$ cat src/sv/gha_pkg.sv
package gha_pkg;

   // request operation codes
   typedef logic [1:0] func_type;
   localparam func_type FUNC_CREATE   = 2'd0;
   localparam func_type FUNC_DESTROY  = 2'd1;
   localparam func_type FUNC_VALIDATE = 2'd2;

   // response status codes
   typedef logic [1:0] status_type;
   localparam status_type STATUS_OK     = 2'd0;
   localparam status_type STATUS_FULL   = 2'd1;
   localparam status_type STATUS_REJECT = 2'd2;

   // handle layout: generation in the upper half, slot in the lower half
   localparam int HANDLE_W = 32;
   localparam int GEN_W    = 16;
   localparam int SLOT_F_W = 16;

   typedef logic [HANDLE_W-1:0] handle_type;
   typedef logic [GEN_W-1:0]    gen_type;
   typedef logic [SLOT_F_W-1:0] slot_field_type;

   // commands from the controller to the datapath
   typedef struct packed {
      logic accept;  // capture request and launch the slot table read
      logic commit;  // update state and load the response register
   } cmd_type;

endpackage

$ cat src/sv/gha_if.sv
interface gha_req_if;
   logic                  valid;
   logic                  ready;
   gha_pkg::func_type     func;
   gha_pkg::handle_type   handle;

   modport source (output valid, output func, output handle, input ready);
   modport sink   (input valid, input func, input handle, output ready);
endinterface

interface gha_rsp_if;
   logic                  valid;
   logic                  ready;
   gha_pkg::handle_type   new_handle;
   gha_pkg::status_type   status;

   modport source (output valid, output new_handle, output status, input ready);
   modport sink   (input valid, input new_handle, input status, output ready);
endinterface

$ cat src/sv/generational_handle_allocator.sv
// generational handle allocator
// req_if carries one operation per item: func (create, destroy, validate)
// and a 32-bit handle (generation in the upper half, slot in the lower).
// rsp_if returns exactly one item per request: new_handle (non-zero only
// for a successful create) and status (ok, table full, rejected).
// a request accepted at one edge is read from the slot table into a
// register; the execute step commits once the output register is free,
// and the response is registered at that commit.
// a new item is taken only after the last one commits; the single-port
// slot table is read at accept and written back at commit.
// a finished response waits in the output register while the next item
// is accepted; if the receiver still stalls, the second item holds in
// the execute step until the output register frees.
// reset clears the free list and the fill count of never-used slots;
// the slot table needs no clearing pass, since entries at or above the fill
// count are never read as valid.
module generational_handle_allocator #(
   parameter int SLOTS = 64
) (
   input  logic       clock,
   input  logic       reset,
   gha_req_if.sink    req_if,
   gha_rsp_if.source  rsp_if
);

   gha_pkg::cmd_type cmd;

   // handshake sequencing
   gha_ctrl u_ctrl (
      .clock     (clock),
      .reset     (reset),
      .req_valid (req_if.valid),
      .req_ready (req_if.ready),
      .rsp_valid (rsp_if.valid),
      .rsp_ready (rsp_if.ready),
      .cmd       (cmd)
   );

   // slot table and free list
   gha_datapath #(
      .SLOTS (SLOTS)
   ) u_datapath (
      .clock          (clock),
      .reset          (reset),
      .cmd            (cmd),
      .req_func       (req_if.func),
      .req_handle     (req_if.handle),
      .rsp_new_handle (rsp_if.new_handle),
      .rsp_status     (rsp_if.status)
   );

endmodule

$ cat src/sv/gha_ctrl.sv
module gha_ctrl (
   input  logic             clock,
   input  logic             reset,
   input  logic             req_valid,
   output logic             req_ready,
   output logic             rsp_valid,
   input  logic             rsp_ready,
   output gha_pkg::cmd_type cmd
);

   localparam logic ST_IDLE = 1'b0;
   localparam logic ST_EXEC = 1'b1;

   logic state_ff, state_in;
   logic rsp_valid_ff, rsp_valid_in;
   logic out_free;

   // handshake and command decode
   always_comb begin
      req_ready  = (state_ff == ST_IDLE);
      out_free   = !rsp_valid_ff || rsp_ready;
      cmd.accept = req_valid && req_ready;
      cmd.commit = (state_ff == ST_EXEC) && out_free;
   end

   // next state
   always_comb begin
      state_in = state_ff;
      unique case (state_ff)
         ST_IDLE: begin
            if (cmd.accept) begin
               state_in = ST_EXEC;
            end
         end
         ST_EXEC: begin
            if (cmd.commit) begin
               state_in = ST_IDLE;
            end
         end
         default: begin
            state_in = ST_IDLE;
         end
      endcase
   end

   // response valid flag
   always_comb begin
      priority if (cmd.commit) begin
         rsp_valid_in = 1'b1;
      end else if (rsp_ready) begin
         rsp_valid_in = 1'b0;
      end else begin
         rsp_valid_in = rsp_valid_ff;
      end
   end

   always_ff @(posedge clock) begin
      if (reset) begin
         state_ff     <= ST_IDLE;
         rsp_valid_ff <= 1'b0;
      end else begin
         state_ff     <= state_in;
         rsp_valid_ff <= rsp_valid_in;
      end
   end

   assign rsp_valid = rsp_valid_ff;

endmodule

$ cat src/sv/gha_datapath.sv
module gha_datapath #(
   parameter int SLOTS = 64
) (
   input  logic                clock,
   input  logic                reset,
   input  gha_pkg::cmd_type    cmd,
   input  gha_pkg::func_type   req_func,
   input  gha_pkg::handle_type req_handle,
   output gha_pkg::handle_type rsp_new_handle,
   output gha_pkg::status_type rsp_status
);

   localparam int SW    = $clog2(SLOTS);
   localparam int LW    = $clog2(SLOTS + 1);
   localparam int GW    = gha_pkg::GEN_W;
   localparam int EW    = 1 + GW + LW;
   localparam int ACT_B = EW - 1;
   localparam int GEN_H = EW - 2;

   // slot table: active bit, generation, free-list link
   logic [EW-1:0] table_mem [SLOTS];
   logic [EW-1:0] rd_data_ff;

   logic [SW-1:0] free_head_ff, free_head_in;
   logic          free_empty_ff, free_empty_in;
   logic [LW-1:0] fresh_count_ff, fresh_count_in;

   gha_pkg::func_type       func_ff;
   gha_pkg::slot_field_type slot_ff;
   gha_pkg::gen_type        gen_req_ff;
   logic [SW-1:0]           addr_ff;
   gha_pkg::handle_type     new_handle_ff, new_handle_in;
   gha_pkg::status_type     status_ff, status_in;

   logic          from_list, fresh_avail;
   logic [SW-1:0] rd_addr;
   logic          wr_en;
   logic [EW-1:0] wr_data;
   logic          rd_active, slot_used, in_range, link_ok;
   gha_pkg::gen_type rd_gen;
   logic [LW-1:0] rd_link;

   // create source: free list first, then never-used slots
   assign from_list   = !free_empty_ff && (LW'(free_head_ff) < LW'(SLOTS));
   assign fresh_avail = fresh_count_ff < LW'(SLOTS);

   // table read address at accept
   always_comb begin
      if (req_func == gha_pkg::FUNC_CREATE) begin
         rd_addr = from_list ? free_head_ff : fresh_count_ff[SW-1:0];
      end else begin
         rd_addr = req_handle[SW-1:0];
      end
   end

   // request capture
   always_ff @(posedge clock) begin
      if (cmd.accept) begin
         func_ff    <= req_func;
         slot_ff    <= req_handle[gha_pkg::SLOT_F_W-1:0];
         gen_req_ff <= req_handle[gha_pkg::HANDLE_W-1:gha_pkg::SLOT_F_W];
         addr_ff    <= rd_addr;
      end
   end

   // slot table port: registered read at accept, write at commit
   always_ff @(posedge clock) begin
      if (cmd.accept) begin
         rd_data_ff <= table_mem[rd_addr];
      end
      if (cmd.commit && wr_en) begin
         table_mem[addr_ff] <= wr_data;
      end
   end

   // entry fields; entries at or above the fill count were never written
   assign rd_active = rd_data_ff[ACT_B];
   assign rd_gen    = rd_data_ff[GEN_H -: GW];
   assign rd_link   = rd_data_ff[LW-1:0];
   assign link_ok   = rd_link < LW'(SLOTS);
   assign in_range  = 17'(slot_ff) < 17'(SLOTS);
   assign slot_used = 17'(slot_ff) < 17'(fresh_count_ff);

   // operation execute
   always_comb begin
      wr_en          = 1'b0;
      wr_data        = rd_data_ff;
      new_handle_in  = '0;
      status_in      = gha_pkg::STATUS_REJECT;
      free_head_in   = free_head_ff;
      free_empty_in  = free_empty_ff;
      fresh_count_in = fresh_count_ff;
      unique case (func_ff)
         gha_pkg::FUNC_CREATE: begin
            if (from_list) begin
               wr_en          = 1'b1;
               wr_data[ACT_B] = 1'b1;
               new_handle_in  = {rd_gen, gha_pkg::SLOT_F_W'(addr_ff)};
               status_in      = gha_pkg::STATUS_OK;
               if (link_ok) begin
                  free_head_in = rd_link[SW-1:0];
               end else begin
                  free_head_in  = '0;
                  free_empty_in = 1'b1;
               end
            end else if (fresh_avail) begin
               wr_en          = 1'b1;
               wr_data        = {1'b1, GW'(0), LW'(SLOTS)};
               new_handle_in  = {GW'(0), gha_pkg::SLOT_F_W'(addr_ff)};
               status_in      = gha_pkg::STATUS_OK;
               fresh_count_in = fresh_count_ff + LW'(1);
               free_empty_in  = 1'b1;
            end else begin
               status_in = gha_pkg::STATUS_FULL;
            end
         end
         gha_pkg::FUNC_DESTROY: begin
            if (slot_used && rd_active) begin
               wr_en         = 1'b1;
               wr_data       = {1'b0, rd_gen + GW'(1),
                                free_empty_ff ? LW'(SLOTS) : LW'(free_head_ff)};
               status_in     = gha_pkg::STATUS_OK;
               free_head_in  = addr_ff;
               free_empty_in = 1'b0;
            end
         end
         gha_pkg::FUNC_VALIDATE: begin
            if (in_range && slot_used && rd_active && (rd_gen == gen_req_ff)) begin
               status_in = gha_pkg::STATUS_OK;
            end
         end
         default: begin
            status_in = gha_pkg::STATUS_REJECT;
         end
      endcase
   end

   // allocator state
   always_ff @(posedge clock) begin
      if (reset) begin
         free_head_ff   <= '0;
         free_empty_ff  <= 1'b1;
         fresh_count_ff <= '0;
      end else if (cmd.commit) begin
         free_head_ff   <= free_head_in;
         free_empty_ff  <= free_empty_in;
         fresh_count_ff <= fresh_count_in;
      end
   end

   // response register
   always_ff @(posedge clock) begin
      if (cmd.commit) begin
         new_handle_ff <= new_handle_in;
         status_ff     <= status_in;
      end
   end

   assign rsp_new_handle = new_handle_ff;
   assign rsp_status     = status_ff;

endmodule

$ cat src/flat_wrapper.sv
// flat-port wrapper written by rule: the top's interface ports become plain ports
module generational_handle_allocator_flat 
#(
   parameter int SLOTS = 64
)
  (clock, reset, req_if_valid, req_if_func, req_if_handle, req_if_ready, rsp_if_valid, rsp_if_new_handle, rsp_if_status, rsp_if_ready);
  gha_req_if req_if_i ();
  gha_rsp_if rsp_if_i ();
  input  logic clock;
  input  logic reset;
  input wire logic [$bits(req_if_i.valid)-1:0] req_if_valid;
  input wire logic [$bits(req_if_i.func)-1:0] req_if_func;
  input wire logic [$bits(req_if_i.handle)-1:0] req_if_handle;
  output wire logic [$bits(req_if_i.ready)-1:0] req_if_ready;
  output wire logic [$bits(rsp_if_i.valid)-1:0] rsp_if_valid;
  output wire logic [$bits(rsp_if_i.new_handle)-1:0] rsp_if_new_handle;
  output wire logic [$bits(rsp_if_i.status)-1:0] rsp_if_status;
  input wire logic [$bits(rsp_if_i.ready)-1:0] rsp_if_ready;
  assign req_if_i.valid = req_if_valid;
  assign req_if_i.func = req_if_func;
  assign req_if_i.handle = req_if_handle;
  assign req_if_ready = req_if_i.ready;
  assign rsp_if_valid = rsp_if_i.valid;
  assign rsp_if_new_handle = rsp_if_i.new_handle;
  assign rsp_if_status = rsp_if_i.status;
  assign rsp_if_i.ready = rsp_if_ready;
  generational_handle_allocator #(.SLOTS(SLOTS)) u_core (.clock(clock), .reset(reset), .req_if(req_if_i), .rsp_if(rsp_if_i));
endmodule
$ cat config.mk
export PLATFORM = sky130hd
export DESIGN_NAME = generational_handle_allocator_flat
export DESIGN_NICKNAME = d
export VERILOG_FILES = /design/src/sv/gha_pkg.sv /design/src/sv/gha_if.sv /design/src/sv/generational_handle_allocator.sv /design/src/sv/gha_ctrl.sv /design/src/sv/gha_datapath.sv /design/src/flat_wrapper.sv
export SDC_FILE = /design/constraint.sdc
export NUM_CORES = 2
export LEC_CHECK = 0
export ABC_AREA = 1
export BUFFER_PORTS_ARGS = -buffer_cell sky130_fd_sc_hd__buf_2
export CORE_UTILIZATION = 45
export CTS_BUF_LIST = sky130_fd_sc_hd__clkbuf_4 sky130_fd_sc_hd__clkbuf_8
export CTS_CLUSTER_DIAMETER = 120
export DETAILED_ROUTE_END_ITERATION = 8
export GPL_ROUTABILITY_DRIVEN = 0
export SYNTH_ARGS = -nofsm -noshare
export SYNTH_HDL_FRONTEND = slang
export SYNTH_SLANG_ARGS = --single-unit
$ cat constraint.sdc
create_clock -name clock -period 7 [get_ports clock]
set_input_delay 1.4 -clock clock [delete_from_list [all_inputs] [get_ports clock]]
set_output_delay 1.4 -clock clock [all_outputs]
set_load 0.03 [all_outputs]
==> impl_metrics.env <==
export IMPL_drive_above_1_share_pct=10.15
export IMPL_critPathKind="flip-flop to flip-flop"
export IMPL_dp_slack_ps=1542
export IMPL_yosys_warnings=0
export IMPL_status="complete, no violations"
export IMPL_grt_pass1_wl_mm=312.4
export IMPL_syn_area_mm2=0.07230
export IMPL_arrival_ps=5290
export IMPL_grt_overflow_total=0
export IMPL_drt_iter0_drc=5815
export IMPL_syn_area_per_cell_um2=10.63
export IMPL_ys_async_sr_fraction_pct=0
export IMPL_dieArea_mm2=0.1623
export IMPL_worst_ep_required_time_ps=7630
export IMPL_cts_setup_buffers=0
export IMPL_syn2layout_area_growth_pct=11.11
export IMPL_cts_tree="built"
export IMPL_placed_area_mm2=0.07529
export IMPL_setup_viol=0
export IMPL_finalCriticalPeriod_ps=4652
export IMPL_ant_nets=0
export IMPL_power_leakage_uw=0.03275
export IMPL_worstSetupEndpointType="flip-flop"
export IMPL_nets=6966
export IMPL_ys_flop_type="edfxtp_1"
export IMPL_dr_pass1_iters=5
export IMPL_cts_repair_resized=0
export IMPL_dpl_hpwl_mm=114.0
export IMPL_die_w_um=402.8
export IMPL_synth_edf_count=1624
export IMPL_grt_max_degree=151
export IMPL_slew_headroom_pct=14.93
export IMPL_grt_pass1_vias=47590
export IMPL_critPathMaxFanout=19
export IMPL_fin_crit_sh_pct=66.46
export IMPL_routed_wl_mm=211.9
export IMPL_clock_latency_ps=990
export IMPL_route_vias_total=50180
export IMPL_port_buffers=63
export IMPL_critPathLaunchType="flip-flop"
export IMPL_fin_skew_ps=75.27
export IMPL_antenna_found_initial=5
export IMPL_yosys_top_cells_area="edfxtp_1, nand3_1, nand2_1, inv_1, nand3b_1"
export IMPL_gr_usage_all_layers_pct=25.91
export IMPL_hold_class="flip-flop to flip-flop"
export IMPL_core_area_mm2=0.1589
export IMPL_max_clock_freq_mhz=214.9
export IMPL_boundaryPins=74
export IMPL_drt_vias_per_instance=5.469
export IMPL_power_per_cell_area_mw_per_mm2=265.4
export IMPL_fp_dieH_um=402.8
export IMPL_power_uw=21320
export IMPL_final_area_mm2=0.08034
export IMPL_synth_cell_types=37
export IMPL_mostFrequentLayoutCells="nand3_1, edfxtp_1, nand2_1"
export IMPL_final_common_cell="nand3_1"
export IMPL_path_clk_slew_ps=60
export IMPL_drv_slew=0
export IMPL_regToRegSetupSlack_ps=2350
export IMPL_setup_ws_ps=2348
export IMPL_rsz0062_at_grt="no"
export IMPL_syn_inst=6803
export IMPL_rows=146
export IMPL_cap_violations=0
export IMPL_cts_htree_levels=5
export IMPL_numCtsBuffers=287
export IMPL_root_buffer="clkbuf_8"
export IMPL_ys_seq_area_share_pct=67.89
export IMPL_drc=0
export IMPL_start_util_pct=45.49
export IMPL_final_core_util_pct=50.55
export IMPL_synth_top_cell_by_area="edfxtp_1"
export IMPL_hold_violations=0
export IMPL_synth_seq_cells=1640
export IMPL_cts_hold_buffers=0
export IMPL_ctsLongestPathBuffers=4
export IMPL_finalSetupTns_ps=0
export IMPL_worst_pin_slew_ps=1276
export IMPL_clock_sinks=1640
export IMPL_synth_top_area_share_pct=67.45
export IMPL_routedWlPerCell_um=23.10
export IMPL_vdd_drop_max_uv=195.4
-- Yosys cell counts (2+ instances only) --
master,n
nor4_1,2
ha_1,8
dfxtp_1,16
xnor2_1,13
nor2_1,125
nand4_1,9
xor2_1,9
o22ai_1,6
nand2_4,2
inv_2,3
inv_1,1271
nand4_2,2
edfxtp_1,1624
buf_4,30
clkbuf_1,101
a21oi_1,24
o21ai_1,6
o21ai_2,3
nor3_1,16
a31oi_1,2
nand3_1,1641
nand2_1,1332
nand3b_1,240
buf_6,3
nand2_2,6
buf_2,251
o21ai_0,35
buf_1,14
-- per-stage QoR --
step                hold slack, ps  instances
finish                       485.0       9175
global route                 521.5       9170
CTS                          484.5       9168
detailed placement           477.8       8703
global placement             472.6       8703
floorplan                    457.4       6812
-- routing by layer --
layer  vias up  global-route usage (%)  routed length, µm  share of wire (%)
met5         -                       0                  0                  0
met4         0                   8.732               5968                2.8
met3       324                   5.068              21800                 10
met2      2577                   39.81              94870                 45
met1     24420                   36.86              89260                 42
li1      22860                       -                  -                  -
-- where the power goes --
group | internal (µW) | switching, µW
Combinational | 467 | 1640
Clock | 4290 | 3760
Sequential | 11100 | 85.3
Total | 15800 | 5490
-- layout make-up --
class                           count  area, µm²
Multi-Input combinational cell   3498      17020
Timing Repair Buffer              218       1779
Tap cell                         2072       2592
Clock inverter                     88      357.8
Inverter                         1275       4811
Antenna cell                        7      17.52
Fill cell                       14020      78590
Sequential cell                  1640      49090
Clock buffer                      377       4669
-- path summary, 6_finish.rpt --
| path | from | endpoint | depth (start not counted) |
|---|---|---|---|
| max | u_core.u_datapath.fresh_count_ff[6]$_SDFFE_PP0P_ | u_core.u_datapath.table_mem[23][22]$_DFFE_PP_ | 14 |
| min | u_core.u_ctrl.rsp_valid$_SDFFE_PP0P_ | u_core.u_ctrl.rsp_valid$_SDFFE_PP0P_ | 2 |
| max reg2reg | u_core.u_datapath.fresh_count_ff[6]$_SDFFE_PP0P_ | u_core.u_datapath.table_mem[23][22]$_DFFE_PP_ | 14 |
| min reg2reg | u_core.u_ctrl.rsp_valid$_SDFFE_PP0P_ | u_core.u_ctrl.rsp_valid$_SDFFE_PP0P_ | 2 |
-- flip-flops by register name, indices dropped and copies added (netlist names) --
name                              flops
u_core.u_datapath.fresh_count_ff      7
u_core.u_ctrl.state_ff                1
u_core.u_datapath.rsp_new_handle     22
u_core.u_datapath.func_ff             2
u_core.u_datapath.rsp_status          2
u_core.u_datapath.addr_ff             6
u_core.u_datapath.free_head_ff        6
u_core.u_ctrl.rsp_valid               1
u_core.u_datapath.gen_req_ff         16
u_core.u_datapath.table_mem        1536
u_core.u_datapath.free_empty_ff       1
u_core.u_datapath.slot_ff            16
u_core.u_datapath.rd_data_ff         24
-- logic make-up after synthesis --
kind of cell    share of synthesized area, %
compound gates                        0.5780
xor+xnor                              0.2665
fa+ha+maj                             0.1384
buf+inv                                9.315
flops                                  67.89
other cells                         0.005187
simple gates                           21.81
-- critical path: stages (launching register included) --
cell and delay (ps):
dfxtp_1 330, inv_1 80, ha_1 310, inv_1 60, nor2_1 40, nand3_1 70, nand2_1 50, nor3_1 260
nand2_1 150, nor2_4 370, nand2_2 330, nand2_2 280, nand3_1 670, nor2_2 830, buf_4 430
No activity file was read; power rests on OpenSTA's default activity.
